## config.mk

```make
export PLATFORM = sky130hd
export DESIGN_NAME = mbe_update
export DESIGN_NICKNAME = d
export VERILOG_FILES = /design/src/rtl/core/mbe_pkg.sv /design/src/rtl/core/mbe_update.sv
export VERILOG_INCLUDE_DIRS = /design/src /design/src/rtl/core
export SDC_FILE = /design/constraint.sdc
export NUM_CORES = 1
export LEC_CHECK = 0
export ABC_AREA = 1
export BUFFER_PORTS_ARGS = -buffer_cell sky130_fd_sc_hd__buf_2
export CAP_MARGIN = 5
export CORE_ASPECT_RATIO = 1.4
export CORE_MARGIN = 4
export CORE_UTILIZATION = 55
export CTS_CLUSTER_DIAMETER = 150
export CTS_CLUSTER_SIZE = 24
export DETAILED_ROUTE_END_ITERATION = 6
export PLACE_DENSITY_LB_ADDON = 0.08
export SLEW_MARGIN = 20
export SYNTH_ARGS = -nofsm -noshare
export SYNTH_HDL_FRONTEND = slang
export SYNTH_SLANG_ARGS = --single-unit
```

## constraint.sdc

```tcl
create_clock -name clock -period 5 [get_ports clock]
set_input_delay 0.5 -clock clock [delete_from_list [all_inputs] [get_ports clock]]
set_output_delay 0.5 -clock clock [all_outputs]
set_load 0.005 [all_outputs]
```

## src/rtl/core/mandelbrot_escape_time_assert.svh

```systemverilog
// Assertion macros shared by the escape-time RTL.
// Included by the modules that carry concurrent checks; needs no other file.
`ifndef MANDELBROT_ESCAPE_TIME_ASSERT_SVH
`define MANDELBROT_ESCAPE_TIME_ASSERT_SVH

// same-cycle implication
`define MBE_ASSERT_NOW(label, clk, rst, ante, cons) \
   label: assert property (@(posedge clk) disable iff (rst) (ante) |-> (cons)) \
      else $error("mandelbrot_escape_time: same-cycle check failed");

// next-cycle implication
`define MBE_ASSERT_NEXT(label, clk, rst, ante, cons) \
   label: assert property (@(posedge clk) disable iff (rst) (ante) |=> (cons)) \
      else $error("mandelbrot_escape_time: next-cycle check failed");

`endif

```

## src/rtl/core/mbe_pkg.sv

```systemverilog
// Types and constants of the escape-time iteration ring.
// No dependencies; imported by every module of the block.
package mbe_pkg;

   localparam int COORD_W = 32;                 // Q5.F coordinates
   localparam int FRAC_W  = COORD_W - 5;
   localparam int MAG_W   = COORD_W - 3;        // holds magnitudes up to 2^(F+1)
   localparam int PROD_W  = 2 * MAG_W;
   localparam int SQ_W    = PROD_W - FRAC_W;    // truncated product
   localparam int SUM_W   = COORD_W + 2;        // update sums before saturation
   localparam int CNT_W   = 16;
   localparam int TAG_W   = 2;                  // three slots in flight, four tags

   localparam logic [CNT_W-1:0]   MAX_ITERS_RESET = CNT_W'(256);
   localparam logic [COORD_W-1:0] TWO_Q  = COORD_W'(2) << FRAC_W;
   localparam logic [SQ_W:0]      FOUR_Q = (SQ_W + 1)'(4) << FRAC_W;

   typedef struct packed {
      logic               valid;
      logic               done;
      logic [TAG_W-1:0]   tag;
      logic [COORD_W-1:0] c_real;
      logic [COORD_W-1:0] c_imag;
      logic [COORD_W-1:0] z_real;
      logic [COORD_W-1:0] z_imag;
      logic [CNT_W-1:0]   iter;
   } slot_type;

   typedef struct packed {
      slot_type           base;
      logic [MAG_W-1:0]   mag_real;
      logic [MAG_W-1:0]   mag_imag;
      logic               cross_neg;
   } mag_type;

   typedef struct packed {
      slot_type           base;
      logic [SQ_W-1:0]    sq_real;
      logic [SQ_W-1:0]    sq_imag;
      logic [SQ_W-1:0]    sq_cross;
      logic               cross_neg;
   } sq_type;

endpackage

```

## src/rtl/core/mbe_update.sv

```systemverilog
// Ring stage 3: |z|^2 escape test and the saturating z update.
// Depends on mbe_pkg and the assertion header.
`include "mandelbrot_escape_time_assert.svh"

module mbe_update (
   input  logic                clock,
   input  logic                reset,
   input  mbe_pkg::sq_type     sq_in,
   output mbe_pkg::slot_type   slot_out
);
   import mbe_pkg::*;

   function automatic logic [COORD_W-1:0] saturate(input logic [SUM_W-1:0] v);
      logic fits;
      fits = (v[SUM_W-1:COORD_W-1] == '0) || (v[SUM_W-1:COORD_W-1] == '1);
      if (fits) begin
         return v[COORD_W-1:0];
      end else if (v[SUM_W-1]) begin
         return {1'b1, {(COORD_W-1){1'b0}}};
      end else begin
         return {1'b0, {(COORD_W-1){1'b1}}};
      end
   endfunction

   logic [SQ_W:0]    sq_sum;
   logic             escaped;
   logic [SUM_W-1:0] diff;
   logic [SUM_W-1:0] cross2;
   logic [SUM_W-1:0] re_sum;
   logic [SUM_W-1:0] im_sum;
   slot_type         slot_in;
   slot_type         slot_ff;

   always_comb begin
      sq_sum  = {1'b0, sq_in.sq_real} + {1'b0, sq_in.sq_imag};
      escaped = sq_sum > FOUR_Q;

      diff   = SUM_W'(sq_in.sq_real) - SUM_W'(sq_in.sq_imag);
      // doubling after truncation, sign applied to the doubled magnitude
      cross2 = SUM_W'({sq_in.sq_cross, 1'b0});
      if (sq_in.cross_neg) begin
         cross2 = SUM_W'(0) - cross2;
      end
      re_sum = diff + {{(SUM_W-COORD_W){sq_in.base.c_real[COORD_W-1]}}, sq_in.base.c_real};
      im_sum = cross2 + {{(SUM_W-COORD_W){sq_in.base.c_imag[COORD_W-1]}}, sq_in.base.c_imag};

      slot_in = sq_in.base;
      if (!sq_in.base.done) begin
         if (escaped) begin
            slot_in.done = 1'b1;
         end else begin
            slot_in.z_real = saturate(re_sum);
            slot_in.z_imag = saturate(im_sum);
            slot_in.iter   = sq_in.base.iter + CNT_W'(1);
         end
      end
   end

   always_ff @(posedge clock) begin
      if (reset) begin
         slot_ff <= '0;
      end else begin
         slot_ff <= slot_in;
      end
   end

   assign slot_out = slot_ff;

   `MBE_ASSERT_NEXT(a_done_holds, clock, reset, sq_in.base.valid && sq_in.base.done, slot_ff.done && (slot_ff.iter == $past(sq_in.base.iter)))

endmodule

```

Word level (Yosys, flattened, before mapping)
Index checks and enable logic that the tools add are counted.
{"block": "totals", "ff_bits": 148, "latch_bits": 0, "ram_bits": 0, "rom_bits": 0, "input_bits": 244, "output_inout_bits": 148, "elab_cells": 30, "n_memories": 0}
{"block": "classes", "add_sub_neg": 6, "mul": 0, "div_mod_pow": 0, "magnitude_cmp": 1, "n_eq_ne": 2, "n_shift": 0, "n_mux": 9, "bitwise": 0, "n_reduce_logical": 4}
{"operator": "$mux 80", "count": 2}
{"operator": "$mux 32", "count": 4}
{"operator": "$add 34x34->34", "count": 1}
{"operator": "$mux 34", "count": 1}
{"operator": "$add 32x32->33", "count": 1}
{"operator": "$sub 1x32->33 const A", "count": 1}
{"operator": "$add 31x31->32", "count": 1}
{"operator": "$gt 32x30->1 const B", "count": 1}
{"operator": "$sub 31x31->32", "count": 1}
{"operator": "$add 16x1->16 const B", "count": 1}
{"operator": "$eq 3x3->1 const B", "count": 2}
{"operator": "$logic_not 3->1", "count": 2}
{"operator": "$logic_or 1x1->1", "count": 2}
{"operator": "$mux 1", "count": 2}

Depth between registers and ports, before layout
Gate-level depths: netlist of run 1.
{"block": "depth", "ltp_word": 8, "ltp_mapped": 32, "depth_no_buf": 32}

Least setup slack after synthesis of run 1
No wires, ideal clock.
{"block": "synth_timing", "path_type": "input-to-reg", "start": "input sq_in[34] (netlist bit)", "end": "register slot_ff, in the netlist slot_out[59]", "setup_ns": 0.064, "arrival_ns": 4.388, "setup_slack_ns": 0.548, "stages": 31, "path_buffers": 2, "cell_sequence": "inv_1 -> ha_1 -> buf_2 -> a21oi_1 -> nand2_1 -> a21oi_1 -> o21ai_0 -> a21oi_1 -> inv_1 -> nand2_1 -> nand2_1 -> a21boi_0 -> o21ai_0 -> nand2_1 -> nand2_1 -> nand2_1 -> nand2_1 -> ha_1 -> a21o_1 -> a21oi_1 -> nor3_1 -> nor3_1 -> nand2_1 -> nand2_1 -> nand2_1 -> nor2_1 -> clkbuf_1 -> a21oi_1 -> nand3_1 -> nand2_1 -> nor2_1"}
{"block": "synth_via", "elab_chain_len": 7, "word_cells_on_any_way": 11, "cone_classes": "3 x add/sub; 1 x order compare; 1 x eq/ne; 4 x mux; 2 x reduce/logical"}
{"item": "start: declaration", "line_no": "mbe_update.sv:8", "rtl": "input mbe_pkg::sq_type sq_in,"}
{"item": "$sub 31x31->32", "line_no": "mbe_update.sv:38", "rtl": "diff = SUM_W'(sq_in.sq_real) - SUM_W'(sq_in.sq_imag);"}
{"item": "$add 32x32->33", "line_no": "mbe_update.sv:44", "rtl": "re_sum = diff + {{(SUM_W-COORD_W){sq_in.base.c_real[COORD_W-1]}}, sq_in.base.c_real};"}
{"item": "$eq 3x3->1 / $logic_not 3->1 (equally long branches)", "line_no": "mbe_update.sv:15", "rtl": "fits = (v[SUM_W-1:COORD_W-1] == '0) || (v[SUM_W-1:COORD_W-1] == '1);"}
{"item": "$logic_or 1x1->1", "line_no": "mbe_update.sv:15"}
{"item": "$mux 32", "line_no": "mbe_update.sv:16", "rtl": "if (fits) begin"}
{"item": "$mux 80 *", "line_no": "mbe_update.sv:49", "rtl": "if (escaped) begin"}
{"item": "$mux 80 *", "line_no": "mbe_update.sv:48", "rtl": "if (!sq_in.base.done) begin"}
{"item": "end signal: assignment", "line_no": "mbe_update.sv:63", "rtl": "slot_ff <= slot_in;"}
{"item": "end: declaration", "line_no": "mbe_update.sv:32", "rtl": "slot_type slot_ff;"}
Mark *: on every way between the ends. The rest lies on a longest branch, timed or not.
A chain may end at the register's enable or synchronous reset.

Worst setup path in the final report of run 1
{"block": "layout_timing", "start": "input sq_in[63] (netlist bit)", "end": "register slot_ff, in the netlist slot_out[54]"}
The elaborated chain is that of the path after synthesis.

==> impl_metrics.toml, run 1 <==
[clocking]
clockRootBuffer = "clkbuf_16"
clockBufferDepth = 2
htreeDepth = 4
cts_buffers = 17
clk_pin_slew_ps = 70
cts.repair.resized = 0
cts_tree = "done"
clkSinkCount = 148
postCtsSetupBuffers = 0
cts_hold_buf = 0

[power_and_ir_drop]
p_per_area_mw_per_mm2 = 297
total_power_w = 0.00534
power.leakage_nw = 10.6
irDropWorstVdd_v = 0.000269

[sta]
clock.fmax_mhz = 217
maxSlewHeadroom = 0.300
fin_ws_ps = 400
slew_viol_final = 0
setup_viol_count_final = 0
worstMarginPinSlew_ps = 1050
rsz0062_at_grt = "no"
setup-tns-final_ps = 0
period_minus_slack_ps = 4600
hold_viol_final = 0
fin_crit_sh = 0.920

[logic_synthesis]
synth_common_cells = "nand2_1 (655), nor2_1 (372), inv_1 (354)"
yosys.area.top_type = "dfxtp_1"
ys_top_cells_by_area = "dfxtp_1 (21%), nand2_1 (17%), ha_1 (11%)"
synth_most_common_cell = "nand2_1"
ys_seq_area_frac = 0.208
postSynthCellCount = 2413
ys_types = 43
synth_edf_count = 0
synth_ff_type = "dfxtp_1"
synth_area_per_cell_um2 = 5.90
synthArstFlopShare = 0
synth_nets = 2790
ys_warn_count = 0
ys_seq_elements = 148
yosysTopAreaCellShare = 0.208
syn_area_mm2 = 0.0142

[grt]
antenna_found_initial = 5
grt_pass1_vias = 16700
grt_usage = 0.357
grt_max_degree = 69
grt_overflow = 0
grt_pass1_wl_um = 80800

[worst_setup_path]
worst_ep_arrival_time_ps = 4930
path_max_fanout = 11
worst_setup_path_end_kind = "flop"
crit_path_frequent_cell = "nand2_1"
cp_slowest_cell = "fa_1"
crit_path_start_kind = "input port"
crit_required_ps = 5330
worstSetupPathType = "input port to flop"
critical_path.max_stage_delay_ps = 410

[final_layout]
drive_gt1_frac = 0.212
regArea_mm2 = 0.00296
stdcell_count = 3232
fillers = 2321
synthToLayoutAreaGrowth_pct = 26.4
fin_nets = 3269
multi_input_area_mm2 = 0.00947
largest_reg_flops = 148

[placement]
place_ws_ps = -368
port_buffers = 391
hpwl_um = 44400
placedCellCount = 3192
place.gp.congestion = 0.966

[route]
finalWirelength_um = 53200
first_pass_iters = 7
postRouteAntennaNets = 0
drc = 4
routedWlPerCell_um = 16.5
viasPerCell = 5.28
vias = 17100
first_iter_violations = 900

[die]
coreArea_mm2 = 0.0255
die_x_um = 144
start_util = 0.559
die_area_mm2 = 0.0286
chipHeight_um = 198
row_count = 69
io_pins = 392

[job]
maxCapViolations = 0

[outcome]
status = "finished, violations left"
violations = "DRC"

[min_path]
min_path_type = "input port to flop"
## cell usage in the layout, fill, tap and decap left out, types with 5 or more instances in the layout
master	instances
a21boi_0	7
a21o_1	12
a21oi_1	174
a31oi_1	9
buf_2	391
buf_4	140
clkbuf_16	17
clkinv_1	5
dfxtp_1	148
diode_2	8
ha_1	129
inv_1	354
inv_2	31
nand2_1	655
nand3_1	115
nand3b_1	6
nand4_1	21
nor2_1	371
nor2_2	7
nor3_1	31
nor4_1	10
o21a_1	7
o21ai_0	72
o21ai_1	11
o21bai_1	9
xnor2_1	28
xor2_1	89
## final cells by class
class,instances,share of cell area
multi-input cells,1801,0.526
repair buffers,534,0.171
flip-flops and latches,148,0.165
inverters,390,0.0814
clock buffers,18,0.0244
well taps,319,0.0222
clock inverters,14,0.00918
diodes,8,0.00111
## stage by stage
| step | instance area (um^2) | hold WS (ps) | utilization |
|---|---|---|---|
| CTS | 17900 | 255 | 0.705 |
| finish | 18000 | 254 | 0.706 |
| detailed placement | 17300 | 711 | 0.681 |
| floorplan | 14200 | 607 | - |
| global placement | 17300 | 697 | 0.681 |
| global route | 18000 | 267 | 0.706 |
## cell families after synthesis
kind of cell	after synthesis	share of synthesized area
adders and majority gates	133	0.119
AOI/OAI and AO/OA	316	0.121
buffers and inverters	464	0.128
xor gates and xnor gates	118	0.0726
DFF	148	0.208
and+or+nand+nor	1234	0.350
## per-layer routing
layer	vias up	GRT usage	part of all wire
met5	-	0	0
met4	0	0.242	0.076
met3	210	0.0454	0.058
met2	711	0.683	0.52
met1	7675	0.346	0.35
li1	8482	-	-
## power by group
group | leakage [nW] | total, W | internal, W | switching, W
clock | 0.290 | 0.00134 | 0.000764 | 0.000580
combinational | 9.08 | 0.00271 | 0.00108 | 0.00164
sequential | 1.23 | 0.00129 | 0.00126 | 0.0000240
total | 10.6 | 0.00534 | 0.00310 | 0.00224
## critical path: cells and delay by family
family,cells,cell delay (ps)
xor+xnor,2,380
simple gates,15,1460
buf+inv,8,900
compound gates,5,780
fa+ha+maj,3,910
## final timing paths
| path | from | end | slack (ps) | cells past startpoint |
|---|---|---|---|---|
| setup / recovery | sq_in[63] | slot_out[54] | 400 | 33 |
| hold / removal | sq_in[241] | slot_out[147] | 250 | 3 |
No activity file was read; power rests on OpenSTA's default activity.
==> run 2: changes to the inputs <==
ABC_AREA = default   (was 1)
CORE_UTILIZATION = 53   (was 55)
clock period = 4.74 ns   (was 5 ns; I/O delays follow)
==> impl_metrics.toml, run 2 <==
[outcome]
status = "finished, violations left"
violations = "setup timing"

[sta]
clock.fmax_mhz = 196
period_minus_slack_ps = 5100
rsz0062_at_grt = "yes"
maxSlewHeadroom = 0.407
setup_viol_count_final = 62
slew_viol_final = 0
fin_crit_sh = 1.07
fin_ws_ps = -355
hold_viol_final = 0
worstMarginPinSlew_ps = 889

[logic_synthesis]
yosysTopAreaCellShare = 0.230
synth_area_per_cell_um2 = 7.77
syn_area_mm2 = 0.0129
postSynthCellCount = 1656
synth_nets = 2033
ys_warn_count = 0
synth_ff_type = "dfxtp_1"
ys_seq_elements = 148
synthArstFlopShare = 0
synth_most_common_cell = "nor2_1"
ys_types = 88
ys_seq_area_frac = 0.230
yosys.area.top_type = "dfxtp_1"
synth_common_cells = "nor2_1 (173), dfxtp_1 (148), nand2_1 (136)"
ys_top_cells_by_area = "dfxtp_1 (23%), ha_1 (13%), xnor2_1 (7.1%)"
synth_edf_count = 0

[final_layout]
fin_util = 0.801
drive_gt1_frac = 0.405
layout_commonest_cell = "buf_2"
synthToLayoutAreaGrowth_pct = 48.6
fin_nets = 2692
largest_reg_flops = 148
final_cell_mix = "buf_2 (385), buf_4 (301), nor2_1 (168)"

[route]
met3_length_um = 4070
viasPerCell = 6.08
finalWirelength_um = 56200
first_pass_iters = 7
first_iter_violations = 1103
wl_met1_um = 18900
drc = 0
top_layer_used = "met4"
wl_met2_um = 28500
routedWlPerCell_um = 21.3
postRouteAntennaNets = 0
vias = 16100

[grt]
grt_max_degree = 65
antenna_found_initial = 2
grt_pass1_vias = 15500
grt_overflow = 0
grt_pass1_wl_um = 78600
grt_usage = 0.362

[placement]
place.gp.congestion = 1.01
hpwl_um = 40500
port_buffers = 391
place_ws_ps = -692

[die]
coreArea_mm2 = 0.0239
row_count = 67
chipHeight_um = 192
start_util = 0.539
io_pins = 392
die_area_mm2 = 0.0269
die_x_um = 140

[min_path]
min_path_cells = 2
min_path_type = "input port to flop"
hold_start = "sq_in[241]"
hold_end = "slot_out[147]"

[clocking]
cts_tree = "done"
htreeDepth = 4
clkSinkCount = 148
cts_buffers = 17
clk_pin_slew_ps = 60
clockRootBuffer = "clkbuf_16"
clockBufferDepth = 2

[worst_setup_path]
crit_required_ps = 5030
worst_setup_path_end_kind = "flop"
crit_path_start_kind = "input port"
path_max_fanout = 7
worst_ep_arrival_time_ps = 5380
worstSetupPathType = "input port to flop"

[power_and_ir_drop]
p_per_area_mw_per_mm2 = 333
power.leakage_nw = 9.12
irDropWorstVdd_v = 0.000324

[job]
maxCapViolations = 0
## run 2: cell count changes in the layout (fill, tap and decap cells not counted), sizes merged, moves of 77 or more
cell / before / now
xnor2: 28 / 105
nor2: 379 / 173
buf: 534 / 713
nand2: 657 / 137
nand3: 115 / 29
inv: 392 / 92
nor2b: 0 / 96
## run 2: report_power, final
| group | internal, W | switching (W) | total (W) |
|---|---|---|---|
| Sequential | 0.00133 | 0.0000244 | 0.00135 |
| Clock | 0.000890 | 0.000614 | 0.00150 |
| Combinational | 0.00160 | 0.00191 | 0.00351 |
| Total | 0.00382 | 0.00255 | 0.00637 |
## run 2: timing repair
action	4_1_cts	5_1_grt
gates resized for setup	69	136
pin swaps	30	100
setup endpoints to repair	50	63
gates cloned	4	7
setup buffers	18	26
hold buffers	0	0
## run 2: stage by stage
stage / hold WS (ps) / power (W) / setup TNS [ps] / cells / cell area [um^2]
after CTS: 251 / 0.00594 / -1460 / 2609 / 18300
after floorplan: 602 / 0.00309 / -5850 / 1656 / 13100
after global placement: 684 / 0.00408 / -24000 / 2556 / 17200
after global routing: 257 / 0.00664 / -24140 / 2639 / 19100
after detailed placement: 693 / 0.00414 / -31470 / 2556 / 17200
final: 250 / 0.00637 / -12670 / 2643 / 19100
## run 2: logic make-up (layout without fill, tap and decap cells)
group	after synthesis	after routing	share of synthesized area
AO/OA/AOI/OAI	503	503	0.275
XOR/XNOR	124	124	0.0850
adder cells (fa/ha/maj)	134	134	0.132
buffers and inverters	164	835	0.0539
flip-flops	148	148	0.230
multiplexers	11	11	0.00953
other	0	6	0
AND/OR/NAND/NOR	572	572	0.214
## run 2: final cells by class
cell class / count / area [um^2]
Clock buffer: 18 / 429
Multi-Input combinational cell: 1344 / 10100
Sequential cell: 148 / 2960
Clock inverter: 13 / 196
Tap cell: 310 / 388
Inverter: 87 / 337
Fill cell: 1545 / 4770
Timing Repair Buffer: 717 / 4710
Antenna cell: 6 / 15.0
## run 2: worst max-delay path by stage
stage	startpoint	slack, ps	end	cells past startpoint
final	sq_in[4]	-360	slot_out[32]	22
after floorplan	sq_in[75]	-230	slot_out[73]	24
after global routing	sq_in[4]	-480	slot_out[40]	23
after CTS	sq_in[63]	-80	slot_out[52]	28
after detailed placement	sq_in[63]	-690	slot_out[72]	27
after global placement	sq_in[63]	-490	slot_out[78]	28
## run 2: routing by layer
metal | up-vias | track usage
met5 | - | 0
met4 | 0 | 0.248
met3 | 319 | 0.0560
met2 | 963 | 0.669
met1 | 7510 | 0.372
li1 | 7271 | -
## run 2: critical path: stages
cell       delay [ps]
buf_2             110
nor3_2            230
nand2b_1          150
nor4_4            330
nor2b_4           280
nand2_1           150
o21ai_0           280
xnor2_1           160
ha_1              300
a21oi_1           200
o21ai_0           160
a221oi_1          390
a21oi_1           190
o31ai_1           430
nand2b_1          230
o2111ai_2         170
a31oi_1           200
nor2_1             60
a311o_1           400
buf_6             190
o211ai_1          160
a211oi_2          120
