$ cat src/rtl/core/mandelbrot_escape_time_assert.svh
// Assertion macros shared by the escape-time RTL.
// Included by the modules that carry concurrent checks; needs no other file.
`ifndef MANDELBROT_ESCAPE_TIME_ASSERT_SVH
`define MANDELBROT_ESCAPE_TIME_ASSERT_SVH

// same-cycle implication
`define MBE_ASSERT_NOW(label, clk, rst, ante, cons) \
   label: assert property (@(posedge clk) disable iff (rst) (ante) |-> (cons)) \
      else $error("mandelbrot_escape_time: same-cycle check failed");

// next-cycle implication
`define MBE_ASSERT_NEXT(label, clk, rst, ante, cons) \
   label: assert property (@(posedge clk) disable iff (rst) (ante) |=> (cons)) \
      else $error("mandelbrot_escape_time: next-cycle check failed");

`endif

$ cat src/rtl/core/mbe_pkg.sv
// Types and constants of the escape-time iteration ring.
// No dependencies; imported by every module of the block.
package mbe_pkg;

   localparam int COORD_W = 32;                 // Q5.F coordinates
   localparam int FRAC_W  = COORD_W - 5;
   localparam int MAG_W   = COORD_W - 3;        // holds magnitudes up to 2^(F+1)
   localparam int PROD_W  = 2 * MAG_W;
   localparam int SQ_W    = PROD_W - FRAC_W;    // truncated product
   localparam int SUM_W   = COORD_W + 2;        // update sums before saturation
   localparam int CNT_W   = 16;
   localparam int TAG_W   = 2;                  // three slots in flight, four tags

   localparam logic [CNT_W-1:0]   MAX_ITERS_RESET = CNT_W'(256);
   localparam logic [COORD_W-1:0] TWO_Q  = COORD_W'(2) << FRAC_W;
   localparam logic [SQ_W:0]      FOUR_Q = (SQ_W + 1)'(4) << FRAC_W;

   typedef struct packed {
      logic               valid;
      logic               done;
      logic [TAG_W-1:0]   tag;
      logic [COORD_W-1:0] c_real;
      logic [COORD_W-1:0] c_imag;
      logic [COORD_W-1:0] z_real;
      logic [COORD_W-1:0] z_imag;
      logic [CNT_W-1:0]   iter;
   } slot_type;

   typedef struct packed {
      slot_type           base;
      logic [MAG_W-1:0]   mag_real;
      logic [MAG_W-1:0]   mag_imag;
      logic               cross_neg;
   } mag_type;

   typedef struct packed {
      slot_type           base;
      logic [SQ_W-1:0]    sq_real;
      logic [SQ_W-1:0]    sq_imag;
      logic [SQ_W-1:0]    sq_cross;
      logic               cross_neg;
   } sq_type;

endpackage

$ cat src/rtl/core/mbe_front.sv
// Ring stage 1: iteration limit check, large-z escape test, magnitudes.
// Depends on mbe_pkg and the assertion header.
`include "mandelbrot_escape_time_assert.svh"

module mbe_front (
   input  logic                        clock,
   input  logic                        reset,
   input  logic [mbe_pkg::CNT_W-1:0]   max_iters,
   input  mbe_pkg::slot_type           slot_in,
   output mbe_pkg::mag_type            mag_out
);
   import mbe_pkg::*;

   logic [COORD_W-1:0] abs_real;
   logic [COORD_W-1:0] abs_imag;
   logic               big;
   logic               limit;
   mag_type            mag_in;
   mag_type            mag_ff;

   always_comb begin
      abs_real = slot_in.z_real[COORD_W-1] ? (COORD_W'(0) - slot_in.z_real) : slot_in.z_real;
      abs_imag = slot_in.z_imag[COORD_W-1] ? (COORD_W'(0) - slot_in.z_imag) : slot_in.z_imag;
      big      = (abs_real > TWO_Q) || (abs_imag > TWO_Q);
      limit    = slot_in.iter >= max_iters;

      mag_in           = '0;
      mag_in.base      = slot_in;
      mag_in.base.done = slot_in.done | limit | big;
      // only meaningful when not big: then both fit MAG_W bits
      mag_in.mag_real  = abs_real[MAG_W-1:0];
      mag_in.mag_imag  = abs_imag[MAG_W-1:0];
      mag_in.cross_neg = slot_in.z_real[COORD_W-1] ^ slot_in.z_imag[COORD_W-1];
   end

   always_ff @(posedge clock) begin
      if (reset) begin
         mag_ff <= '0;
      end else begin
         mag_ff <= mag_in;
      end
   end

   assign mag_out = mag_ff;

   `MBE_ASSERT_NEXT(a_limit_done, clock, reset, slot_in.valid && (slot_in.iter >= max_iters), mag_ff.base.valid && mag_ff.base.done)

endmodule

$ cat config.mk
export PLATFORM = sky130hd
export DESIGN_NAME = mbe_front
export DESIGN_NICKNAME = d
export VERILOG_FILES = /design/src/rtl/core/mbe_pkg.sv /design/src/rtl/core/mbe_front.sv
export VERILOG_INCLUDE_DIRS = /design/src /design/src/rtl/core
export SDC_FILE = /design/constraint.sdc
export NUM_CORES = 1
export LEC_CHECK = 0
export BUFFER_PORTS_ARGS = -buffer_cell sky130_fd_sc_hd__buf_2
export CORE_AREA = 2 2 143 145
export DETAILED_ROUTE_END_ITERATION = 8
export DIE_AREA = 0 0 145 147
export PLACE_DENSITY_LB_ADDON = 0.25
export SYNTH_ARGS = -nofsm -noshare
export SYNTH_HDL_FRONTEND = slang
export SYNTH_SLANG_ARGS = --single-unit
$ cat constraint.sdc
create_clock -name clock -period 3.4 [get_ports clock]
set_input_delay 0.68 -clock clock [delete_from_list [all_inputs] [get_ports clock]]
set_output_delay 0.68 -clock clock [all_outputs]
set_load 0.005 [all_outputs]
; Word-level counts from Yosys, hierarchy flattened
; Index checks and enable logic that the tools add are counted.
[totals]
input_bits = 166
ff_bits = 207
output_inout_bits = 207
[classes]
magnitude_cmp = 3
muxes = 2
reduce_logical = 1
bitwise = 3
add_sub_neg = 2
[ops]
columns = operator, n
row1 = 32-bit by 29-bit > comparator with 1-bit output (second input constant), 2
row2 = 32-bit two-way mux, 2
row3 = 1-bit by 32-bit subtractor with 32-bit output (first input constant), 2
row4 = 16-bit >= comparator, 1
row5 = 1-bit OR, 2
row6 = 1-bit logical OR, 1
row7 = 1-bit bitwise XOR, 1

; Depth between registers and ports, before layout
; Gate-level depths: netlist (run 1).
[logic_depth]
depth_word = 5
ltp_mapped = 10
depth_no_buf = 10

; Worst setup path after synthesis (run 1)
; OpenSTA, ideal clock, no wires.
[synth_timing]
kind = input-to-reg
from = input port slot_in[56] in the netlist's numbering
to = register mag_ff, in the netlist mag_out[205]
path_stages = 10
required_ns = 3.266
arrival_time_ns = 2.900
slack_ns = 0.366
path_buffers = 2
setup_time_ns = 0.134
cell_sequence = buf_2 -> or4_1 -> clkbuf_1 -> or2_1 -> nor4_2 -> a31oi_1 -> o32ai_1 -> o2111ai_1 -> o31ai_1 -> o211ai_1
[synth_between]
elab_chain_cells = 5
[synth_rtl]
columns = item, line
row1 = "start, declared", mbe_front.sv:9  ; input mbe_pkg::slot_type slot_in,
row2 = 1-bit by 32-bit subtractor with 32-bit output, mbe_front.sv:22  ; abs_real = slot_in.z_real[COORD_W-1] ? (COORD_W'(0) - slot_in.z_real) : slot_in.z_real;
row3 = 32-bit two-way mux *, mbe_front.sv:22
row4 = 32-bit by 29-bit > comparator with 1-bit output *, mbe_front.sv:24  ; big = (abs_real > TWO_Q) || (abs_imag > TWO_Q);
row5 = 1-bit logical OR *, mbe_front.sv:24
row6 = 1-bit OR *, mbe_front.sv:29  ; mag_in.base.done = slot_in.done | limit | big;
row7 = "end signal, assigned", mbe_front.sv:40  ; mag_ff <= mag_in;
row8 = "end, declared", mbe_front.sv:19  ; mag_type mag_ff;
; Every way passes the cells marked *; elsewhere a longest branch is shown, timed or not.
; A chain may end at the register's enable or synchronous reset.

; Final worst setup path (run 1)
[layout_timing]
from = input port slot_in[49] in the netlist's numbering
to = register mag_ff, in the netlist mag_out[205]
; The elaborated chain is that of the path after synthesis.

==> impl_metrics.py, run 1 <==
metrics = {
    "logic_synthesis": {
        "synth_fp_nets": 1065,
        "synth_warnings": 0,
        "yosysUniqueCellTypes": 64,
        "synth_edf_count": 0,
        "synthTopCellsByArea": "dfxtp_1 50%, nor2b_1 11%, xor2_1 5.2%, nor2_1 4.2%, ha_1 3.0%",
        "synth_area_sq_mm": 0.00824,
        "synth_top_cell_by_area": "dfxtp_1",
        "synthArstFlopShare_pct": 0,
        "ys_seq_elements": 205,
        "synth_top_area_share_pct": 49.8,
        "synth_flop_cell": "dfxtp_1",
        "synth_seq_area_share_pct": 49.8,
        "synth_cells": 879,
        "avgSynthCellArea_sq_um": 9.37,
    },
    "clock_tree": {
        "htreeDepth": 1,
        "post_cts_buffers": 0,
        "cts_hold_repair.buffers": 0,
        "tritoncts": "built",
        "clk_pin_slew_worst_paths_ps": 60,
        "clk_path_buf_depth": 3,
        "cts_made_buffers": 22,
        "post_cts_resized": 0,
        "cts_num_sinks": 205,
        "cts_root_buf": "clkbuf_16",
    },
    "power": {
        "vdd_drop_max_mv": 0.359,
        "p_seq_share_pct": 45.0,
        "p_sw_mw": 1.35,
        "p_int_mw": 4.40,
        "p_leak_nw": 5.39,
        "switching_share_pct": 23.5,
        "power_density_mw_per_mm2": 516,
        "combPwrFrac_pct": 12.4,
        "pwr-share-clk_pct": 42.7,
    },
    "sta": {
        "hold_viol": 0,
        "worstMarginPinSlew_ps": 564,
        "slew_headroom_pct": 61.4,
        "fin_crit_ps": 2840,
        "rsz0062_at_grt": "false",
        "period_share_pct": 83.6,
        "clock.fmax_mhz": 352,
        "drv_slew": 0,
        "finalSetupViolCount": 0,
        "tns_ps": 0,
    },
    "grt": {
        "grt_usage_pct": 22.1,
        "grt_antenna_before_repair": 3,
        "grt_start_max_net_pins": 68,
        "grtUsageMet1_pct": 26.4,
        "use_met3_pct": 5.90,
        "grt_util_met2_pct": 39.3,
        "grt_pass1_vias": 6994,
        "grt_pass1_wl_um": 38300,
        "grt_overflow_total": 0,
        "grt.busiest_layer": "met2",
    },
    "die": {
        "num_rows": 52,
        "die_y_um": 147,
        "die-width_um": 145,
        "dieArea_sq_mm": 0.0213,
        "ios": 373,
        "core_area_sq_mm": 0.0198,
        "start_util_pct": 41.5,
    },
    "drt": {
        "drc": 0,
        "route.vias.total": 7288,
        "drt_iter0_drc": 335,
        "vias_per_cell": 4.78,
        "dr.pass1.iters": 5,
        "wl_per_cell_um": 16.0,
        "ant_nets": 0,
        "drt_wl_total_um": 24400,
    },
    "cells_and_area": {
        "nFillCells": 1792,
        "area_delta_synth_final_pct": 35.2,
        "stdcell_area_sq_mm": 0.0111,
        "drive_gt1_share_pct": 36.3,
        "nets": 1426,
        "fin_util_pct": 56.1,
        "fin_cells": 1524,
        "largest_reg_flops": 205,
    },
    "placement": {
        "numPortBuffers": 372,
        "place_area_sq_mm": 0.0104,
        "gp_congestion": 0.931,
        "placed_cells": 1486,
        "place_hpwl_um": 18700,
    },
    "critical_path": {
        "crit_family": "simple AND/OR/NAND/NOR gates",
        "critPathKind": "input pin to register",
        "cp.arrival_ps": 3200,
        "worstPathRequired_ps": 3760,
        "path_buf_inv": 2,
        "end_kind": "register",
        "slowest_delay_ps": 680,
        "crit_path_start_kind": "input pin",
        "slowest_stage": "or4b_2",
        "critPathMaxFanout": 5,
        "cp_cell_sequence": "buf_2, inv_1, ha_1, or4b_2, nor4_4, nand3_1, nor4b_1, a211o_1, o2111ai_1, o31ai_1, o211ai_1",
    },
    "hold_path": {
        "holdPathStages": 2,
        "whs_endpoint": "mag_out[144]",
        "holdCritStartpoint": "slot_in[85]",
        "hold_class": "input pin to register",
    },
    "flow_run": {
        "max_cap_violations": 0,
    },
    "status": {
        "status": "complete, no violations",
    },
}
cells by family after synthesis:
kind of cell	synth area share (%)
simple gates	26.4
flops	49.8
compound gates	8.78
buf+inv	4.28
xor+xnor	6.16
fa+ha+maj	3.04
mux	1.55
power by group through the flow:
stage | Clock (mW) | Combinational, mW | Sequential (mW)
6_report | 2.46 | 0.711 | 2.59
5_1_grt | 2.61 | 0.790 | 2.60
3_3_place_gp | 0 | 0.709 | 2.63
3_5_place_dp | 0 | 0.713 | 2.64
2_1_floorplan | 0 | 0.331 | 2.66
4_1_cts | 2.52 | 0.717 | 2.59
layer usage:
metal	vias to the layer above	share of wire, %
met2	292	49
met3	43	8.0
li1	3642	-
met1	3311	41
met4	0	2.4
met5	-	0
cell type report:
cell class	count	area [sq um]	area share, %
clock buffer	28	624	5.60
timing repair buffer	400	2080	18.7
antenna	2	5.00	0.0449
tap	270	338	3.03
sequential	205	4100	36.8
clock inverter	8	121	1.09
inverter	23	86.3	0.775
multi-input combinational	588	3780	34.0
metrics by stage:
stage | hold WS (ps) | total power [mW] | setup WS (ps)
after floorplan | 808 | 2.99 | 366
after detailed placement | 893 | 3.35 | 58.6
after global routing | 366 | 6.00 | 271
final | 385 | 5.75 | 559
after global placement | 886 | 3.34 | 177
after CTS | 361 | 5.83 | 565
cells in the final DEF (no fill, tap or decap), types with 23 or more instances in the layout:
cell | synthesis | final
inv_1 | 23 | 23
xor2_1 | 49 | 49
o21ai_0 | 29 | 29
clkbuf_16 | 0 | 23
nor2b_1 | 149 | 149
buf_2 | 3 | 371
nor3_1 | 23 | 23
buf_4 | 3 | 28
dfxtp_1 | 205 | 205
nor2_1 | 93 | 93
nand2_1 | 47 | 47
synth_stat cells (all sizes together), types with 10 or more instances:
| cell | count |
|---|---|
| buf | 12 |
| dfxtp | 205 |
| xor2 | 49 |
| inv | 23 |
| o21ai | 29 |
| clkbuf | 51 |
| nor2b | 149 |
| o31ai | 13 |
| nand3 | 15 |
| nor3 | 24 |
| nand4 | 10 |
| a21oi | 12 |
| ha | 20 |
| nor2 | 93 |
| nand2 | 47 |
| nor4 | 12 |
worst max-delay path by stage:
stage | startpoint | to | cells after the start
2_1_floorplan | slot_in[56] | mag_out[205] | 10
4_1_cts | slot_in[49] | mag_out[205] | 11
3_5_place_dp | slot_in[49] | mag_out[205] | 11
5_1_grt | slot_in[49] | mag_out[205] | 11
6_report | slot_in[49] | mag_out[205] | 11
3_3_place_gp | slot_in[49] | mag_out[205] | 11
Note: power is estimated with default switching activity, not from simulation.
==> run 2, diff against run 1 <==
--- a/config.mk
+++ b/config.mk
@@ -6,10 +6,11 @@
 export SDC_FILE = /design/constraint.sdc
 export NUM_CORES = 1
 export LEC_CHECK = 0
+export ABC_AREA = 1
 export BUFFER_PORTS_ARGS = -buffer_cell sky130_fd_sc_hd__buf_2
-export CORE_AREA = 2 2 143 145
+export CORE_AREA = 2 2 147 149
 export DETAILED_ROUTE_END_ITERATION = 8
-export DIE_AREA = 0 0 145 147
+export DIE_AREA = 0 0 149 151
 export PLACE_DENSITY_LB_ADDON = 0.25
 export SYNTH_ARGS = -nofsm -noshare
 export SYNTH_HDL_FRONTEND = slang
==> constraint.sdc (replaced) <==
create_clock -name clock -period 2.3 [get_ports clock]
set_input_delay 0.46 -clock clock [delete_from_list [all_inputs] [get_ports clock]]
set_output_delay 0.46 -clock clock [all_outputs]
set_load 0.005 [all_outputs]
==> impl_metrics.py, run 2 <==
metrics = {
    "status": {
        "status": "complete, no violations",
    },
    "clock_tree": {
        "htreeDepth": 1,
        "cts_root_buf": "clkbuf_16",
        "cts_hold_repair.buffers": 0,
        "cts_num_sinks": 205,
        "clk_pin_slew_worst_paths_ps": 60,
        "post_cts_buffers": 0,
        "clk_path_buf_depth": 3,
        "tritoncts": "built",
        "cts_made_buffers": 22,
        "post_cts_resized": 0,
    },
    "critical_path": {
        "critPathMaxFanout": 4,
        "cp_cell_sequence": "buf_2, inv_1, ha_1, nand2_1, nor2_4, nand2_1, nand3_1, nand2_1, nor2_1, nand2_1, nor2_1, nand2_1, nor2_1, nand2_1, nand2_1, nand2_1, nor2_1, nor2_1",
        "cpMostUsedCell": "nand2_1",
        "end_kind": "register",
        "slowest_delay_ps": 250,
        "critPathKind": "input pin to register",
        "cp.arrival_ps": 2200,
        "crit_path_start_kind": "input pin",
        "worstPathRequired_ps": 2680,
        "slowest_stage": "ha_1",
    },
    "logic_synthesis": {
        "synth_edf_count": 0,
        "synth_fp_nets": 1352,
        "synth_area_sq_mm": 0.00831,
        "synth_commonest_cells": "270 x nor2_1, 234 x nand2_1, 205 x dfxtp_1, 200 x inv_1, 83 x nand3_1",
        "synthArstFlopShare_pct": 0,
        "synthTopCellsByArea": "dfxtp_1 49%, nor2_1 12%, nand2_1 11%, inv_1 9.0%, nand3_1 5.0%",
        "synth_warnings": 0,
        "yosysMostFrequentCell": "nor2_1",
        "ys_seq_elements": 205,
        "synth_flop_cell": "dfxtp_1",
        "avgSynthCellArea_sq_um": 7.13,
        "synth_seq_area_share_pct": 49.4,
        "synth_top_area_share_pct": 49.4,
        "synth_cells": 1166,
        "synth_top_cell_by_area": "dfxtp_1",
        "yosysUniqueCellTypes": 34,
    },
    "sta": {
        "rsz0062_at_grt": "false",
        "drv_slew": 0,
        "slew_headroom_pct": 77.3,
        "setup_slack_ps": 486,
        "hold_viol": 0,
        "worstMarginPinSlew_ps": 341,
        "whs_ps": 141,
        "fin_crit_ps": 1810,
        "period_share_pct": 78.9,
        "clock.fmax_mhz": 551,
        "finalSetupViolCount": 0,
        "tns_ps": 0,
    },
    "die": {
        "dieArea_sq_mm": 0.0225,
        "ios": 373,
        "die_y_um": 151,
        "die-width_um": 149,
        "core_area_sq_mm": 0.0208,
        "start_util_pct": 39.9,
        "num_rows": 53,
    },
    "placement": {
        "numPortBuffers": 372,
        "place_area_sq_mm": 0.0106,
        "gp_congestion": 0.962,
        "dpl_worst_slack_ps": -11.5,
        "place_hpwl_um": 22100,
        "placed_cells": 1805,
    },
    "grt": {
        "grt_antenna_before_repair": 6,
        "grt_pass1_vias": 7874,
        "grt_pass1_wl_um": 40500,
        "grt_overflow_total": 0,
        "grt_usage_pct": 23.1,
        "grt_start_max_net_pins": 55,
    },
    "cells_and_area": {
        "largest_reg_flops": 205,
        "mostFrequentLayoutCells": "371 x buf_2, 270 x nor2_1, 234 x nand2_1",
        "drive_gt1_share_pct": 30.3,
        "area_delta_synth_final_pct": 37.0,
        "nets": 1740,
        "final_common_cell": "buf_2",
        "fin_util_pct": 54.7,
        "fin_cells": 1851,
        "stdcell_area_sq_mm": 0.0114,
    },
    "flow_run": {
        "max_cap_violations": 0,
    },
    "hold_path": {
        "holdCritStartpoint": "slot_in[139]",
        "hold_class": "input pin to register",
        "holdPathStages": 3,
        "whs_endpoint": "mag_out[198]",
    },
    "drt": {
        "vias_per_cell": 4.54,
        "wl_per_cell_um": 14.8,
        "drc": 0,
        "ant_nets": 0,
        "drt_wl_total_um": 27300,
        "dr.pass1.iters": 6,
        "route.vias.total": 8412,
        "drt_iter0_drc": 451,
    },
    "power": {
        "power_density_mw_per_mm2": 747,
        "vdd_drop_max_mv": 0.584,
        "p_leak_nw": 6.57,
        "totalPowerFinal_mw": 8.50,
    },
}
-- run 2: cell types whose count changed after synthesis, moves of 9 or more --
cell	delta
nor2b_1	-149
nand3_1	+68
inv_1	+177
clkbuf_1	-28
o21ai_0	-20
a21oi_1	+22
nor3_1	-17
nor2_2	+15
nand2_2	+11
o31ai_1	-12
xnor2_1	-9
nor2_1	+177
xor2_1	-41
nand2_1	+187
-- run 2: cells by family (layout without fill, tap and decap cells) --
logic type / count (synthesis) / in the layout / share of synthesized area, %
XOR/XNOR: 8 / 8 / 0.843
buffers and inverters: 240 / 643 / 11.1
AO/OA/AOI/OAI: 54 / 54 / 3.54
other: 0 / 7 / 0
adder cells (fa/ha/maj): 20 / 20 / 3.01
AND/OR/NAND/NOR: 639 / 639 / 32.1
flip-flops: 205 / 205 / 49.4
-- run 2: final cells by class --
cell class / count / area (sq um)
flip-flops and latches: 205 / 4100
repair buffers: 399 / 2130
diodes: 7 / 17.5
inverters: 205 / 769
well taps: 275 / 344
clock buffers: 27 / 599
clock inverters: 12 / 138
fillers: 2050 / 9430
multi-input cells: 721 / 3280
-- run 2: worst max-delay path by stage --
| stage | slack, ps | depth (start not counted) | to | from |
|---|---|---|---|---|
| final | 490 | 18 | mag_out[205] | slot_in[16] |
| after global routing | 280 | 18 | mag_out[205] | slot_in[16] |
| after CTS | 500 | 18 | mag_out[205] | slot_in[16] |
| after detailed placement | -10 | 18 | mag_out[205] | slot_in[16] |
| after global placement | 30 | 18 | mag_out[205] | slot_in[16] |
| after floorplan | 390 | 17 | mag_out[205] | slot_in[16] |
-- run 2: power by group --
group          leakage [nW]  switching [mW]  internal (mW)
clock network         0.359            1.47           2.09
logic                  4.50           0.657          0.469
registers              1.71          0.0531           3.76
-- run 2: routing by layer --
layer / wire, um / vias to the layer above / share of wire (%) / track usage [%]
met4: 667 / 0 / 2.4 / 7.29
met2: 13200 / 369 / 48 / 40.8
met1: 10900 / 3716 / 40 / 27.2
met5: 0 / - / 0 / 0
li1: - / 4286 / - / -
met3: 2520 / 41 / 9.2 / 6.33
-- run 2: worst max-delay path, delay by kind of cell --
family / cells / cell delay (ps)
AND/OR/NAND/NOR: 15 / 1260
buffers and inverters: 2 / 230
adder cells (fa/ha/maj): 1 / 250
==> run 3, diff against run 2 <==
--- a/config.mk
+++ b/config.mk
@@ -6,11 +6,11 @@
 export SDC_FILE = /design/constraint.sdc
 export NUM_CORES = 1
 export LEC_CHECK = 0
-export ABC_AREA = 1
+export ABC_AREA = 0
 export BUFFER_PORTS_ARGS = -buffer_cell sky130_fd_sc_hd__buf_2
-export CORE_AREA = 2 2 147 149
+export CORE_AREA = 2 2 143 145
 export DETAILED_ROUTE_END_ITERATION = 8
-export DIE_AREA = 0 0 149 151
+export DIE_AREA = 0 0 145 147
 export PLACE_DENSITY_LB_ADDON = 0.25
 export SYNTH_ARGS = -nofsm -noshare
 export SYNTH_HDL_FRONTEND = slang
==> constraint.sdc (replaced) <==
create_clock -name clock -period 1.9 [get_ports clock]
set_input_delay 0.38 -clock clock [delete_from_list [all_inputs] [get_ports clock]]
set_output_delay 0.38 -clock clock [all_outputs]
set_load 0.005 [all_outputs]
==> impl_metrics.py, run 3 (synthesized netlist as in run 1, its figures left out) <==
metrics = {
    "clock_tree": {
        "tritoncts": "built",
        "htreeDepth": 1,
        "clk_path_buf_depth": 3,
        "cts_root_buf": "clkbuf_16",
        "cts_made_buffers": 22,
        "cts_num_sinks": 205,
        "cts_hold_repair.buffers": 0,
        "clk_pin_slew_worst_paths_ps": 60,
    },
    "sta": {
        "fin_crit_ps": 2240,
        "hold_viol": 0,
        "period_share_pct": 118,
        "tns_ps": -353,
        "slew_headroom_pct": 72.2,
        "whs_ps": 84.1,
        "worstMarginPinSlew_ps": 406,
        "clock.fmax_mhz": 447,
        "finalSetupViolCount": 2,
        "rsz0062_at_grt": "true",
        "drv_slew": 0,
        "setup_slack_ps": -339,
    },
    "grt": {
        "grt_overflow_total": 0,
        "grt_start_max_net_pins": 55,
        "grt_pass1_wl_um": 41500,
        "grt_usage_pct": 24.0,
        "grt_pass1_vias": 7979,
        "grt_antenna_before_repair": 5,
    },
    "die": {
        "dieArea_sq_mm": 0.0213,
        "die-width_um": 145,
        "num_rows": 52,
        "core_area_sq_mm": 0.0198,
        "die_y_um": 147,
        "ios": 373,
        "start_util_pct": 41.5,
    },
    "critical_path": {
        "crit_path_start_kind": "input pin",
        "critPathMaxFanout": 4,
        "worstPathRequired_ps": 2280,
        "end_kind": "register",
        "critPathKind": "input pin to register",
        "cp.arrival_ps": 2620,
        "crit_path_end": "mag_out[205]",
        "startpoint": "slot_in[56]",
    },
    "status": {
        "status": "finished with violations",
        "violations": "setup timing",
    },
    "drt": {
        "vias_per_cell": 4.76,
        "dr.pass1.iters": 4,
        "drt_iter0_drc": 286,
        "ant_nets": 0,
        "drt_wl_total_um": 26300,
        "wl_per_cell_um": 15.6,
        "drc": 0,
        "route.vias.total": 8047,
    },
    "cells_and_area": {
        "area_delta_synth_final_pct": 54.2,
        "fin_util_pct": 64.0,
        "drive_gt1_share_pct": 46.4,
        "final_common_cell": "buf_2",
        "mostFrequentLayoutCells": "366 x buf_2, 205 x dfxtp_1, 179 x buf_4",
        "multiInputGateArea_sq_mm": 0.00407,
        "ff_latch_area_sq_mm": 0.00410,
        "nFillCells": 1678,
        "stdcell_area_sq_mm": 0.0127,
        "largest_reg_flops": 205,
        "nets": 1585,
    },
    "power": {
        "combPwrFrac_pct": 15.1,
        "vdd_drop_max_mv": 0.610,
        "p_leak_nw": 6.28,
        "p_sw_mw": 2.54,
        "pwr-share-clk_pct": 40.3,
        "switching_share_pct": 24.5,
        "power_density_mw_per_mm2": 817,
        "p_int_mw": 7.84,
        "p_seq_share_pct": 44.6,
    },
    "placement": {
        "place_hpwl_um": 20400,
        "gp_congestion": 0.951,
        "place_area_sq_mm": 0.0117,
        "dpl_worst_slack_ps": -962,
        "numPortBuffers": 372,
    },
    "flow_run": {
        "max_cap_violations": 0,
    },
    "hold_path": {
        "hold_class": "input pin to register",
    },
}
## run 3: cell count changes in the layout (fill, tap and decap cells not counted), moves of 10 or more
cell	change
inv_1	-179
xor2_1	+41
nand3_1	-71
a21oi_1	-22
nor2_2	-14
nor2b_1	+148
nor3_1	+13
buf_4	+157
nor2_1	-178
o21ai_0	+15
nand2_1	-189
nand2_2	-10
## run 3: timing repair
item | CTS | global route
hold endpoints to repair | 0 | 0
endpoints found under the setup margin | 3 | 7
pin swaps | 15 | 15
resized for setup | 17 | 22
buffers inserted | 1 | 4
## run 3: through the flow
| step | cells | power (mW) |
|---|---|---|
| global placement | 1640 | 6.22 |
| global route | 1688 | 10.9 |
| floorplan | 879 | 5.39 |
| CTS | 1681 | 10.5 |
| detailed placement | 1640 | 6.25 |
| finish | 1691 | 10.4 |
## run 3: layout make-up
class	instances	area share, %
clock inverter	9	0.670
antenna	6	0.118
clock buffer	31	5.00
sequential	205	32.3
multi-input combinational	588	32.1
inverter	23	0.679
timing repair buffer	559	26.5
tap	270	2.66
## run 3: how the worst min path moves through the flow
stage	from	endpoint	slack, ps	cells after the start
after floorplan	slot_in[41]	mag_out[100]	510	1
after global placement	slot_in[145]	mag_out[204]	590	2
after detailed placement	slot_in[107]	mag_out[166]	590	2
after CTS	slot_in[144]	mag_out[203]	70	2
after global routing	slot_in[136]	mag_out[195]	70	2
final	slot_in[136]	mag_out[195]	80	2
## run 3: layer usage
layer,GRT usage [%],up-vias,share of wire [%]
li1,-,3970,-
met1,27.4,3749,39
met2,43.5,277,51
met3,6.30,51,7.5
met4,8.51,0,2.5
met5,0,-,0
## run 3: critical path, cell delays in order
cell      delay, ps
buf_6            90
or4_4           570
buf_12          160
nor4_4          280
buf_4           180
a21oi_1          70
o32ai_1         280
nand4_1         200
o31ai_4         300
o211ai_1        110
## run 3: power by group through the flow
stage	clock network (mW)	registers, mW	logic, mW
5_1_grt	4.47	4.65	1.73
2_1_floorplan	0	4.76	0.625
6_report	4.19	4.63	1.57
3_3_place_gp	0	4.71	1.50
3_5_place_dp	0	4.72	1.53
4_1_cts	4.28	4.63	1.55
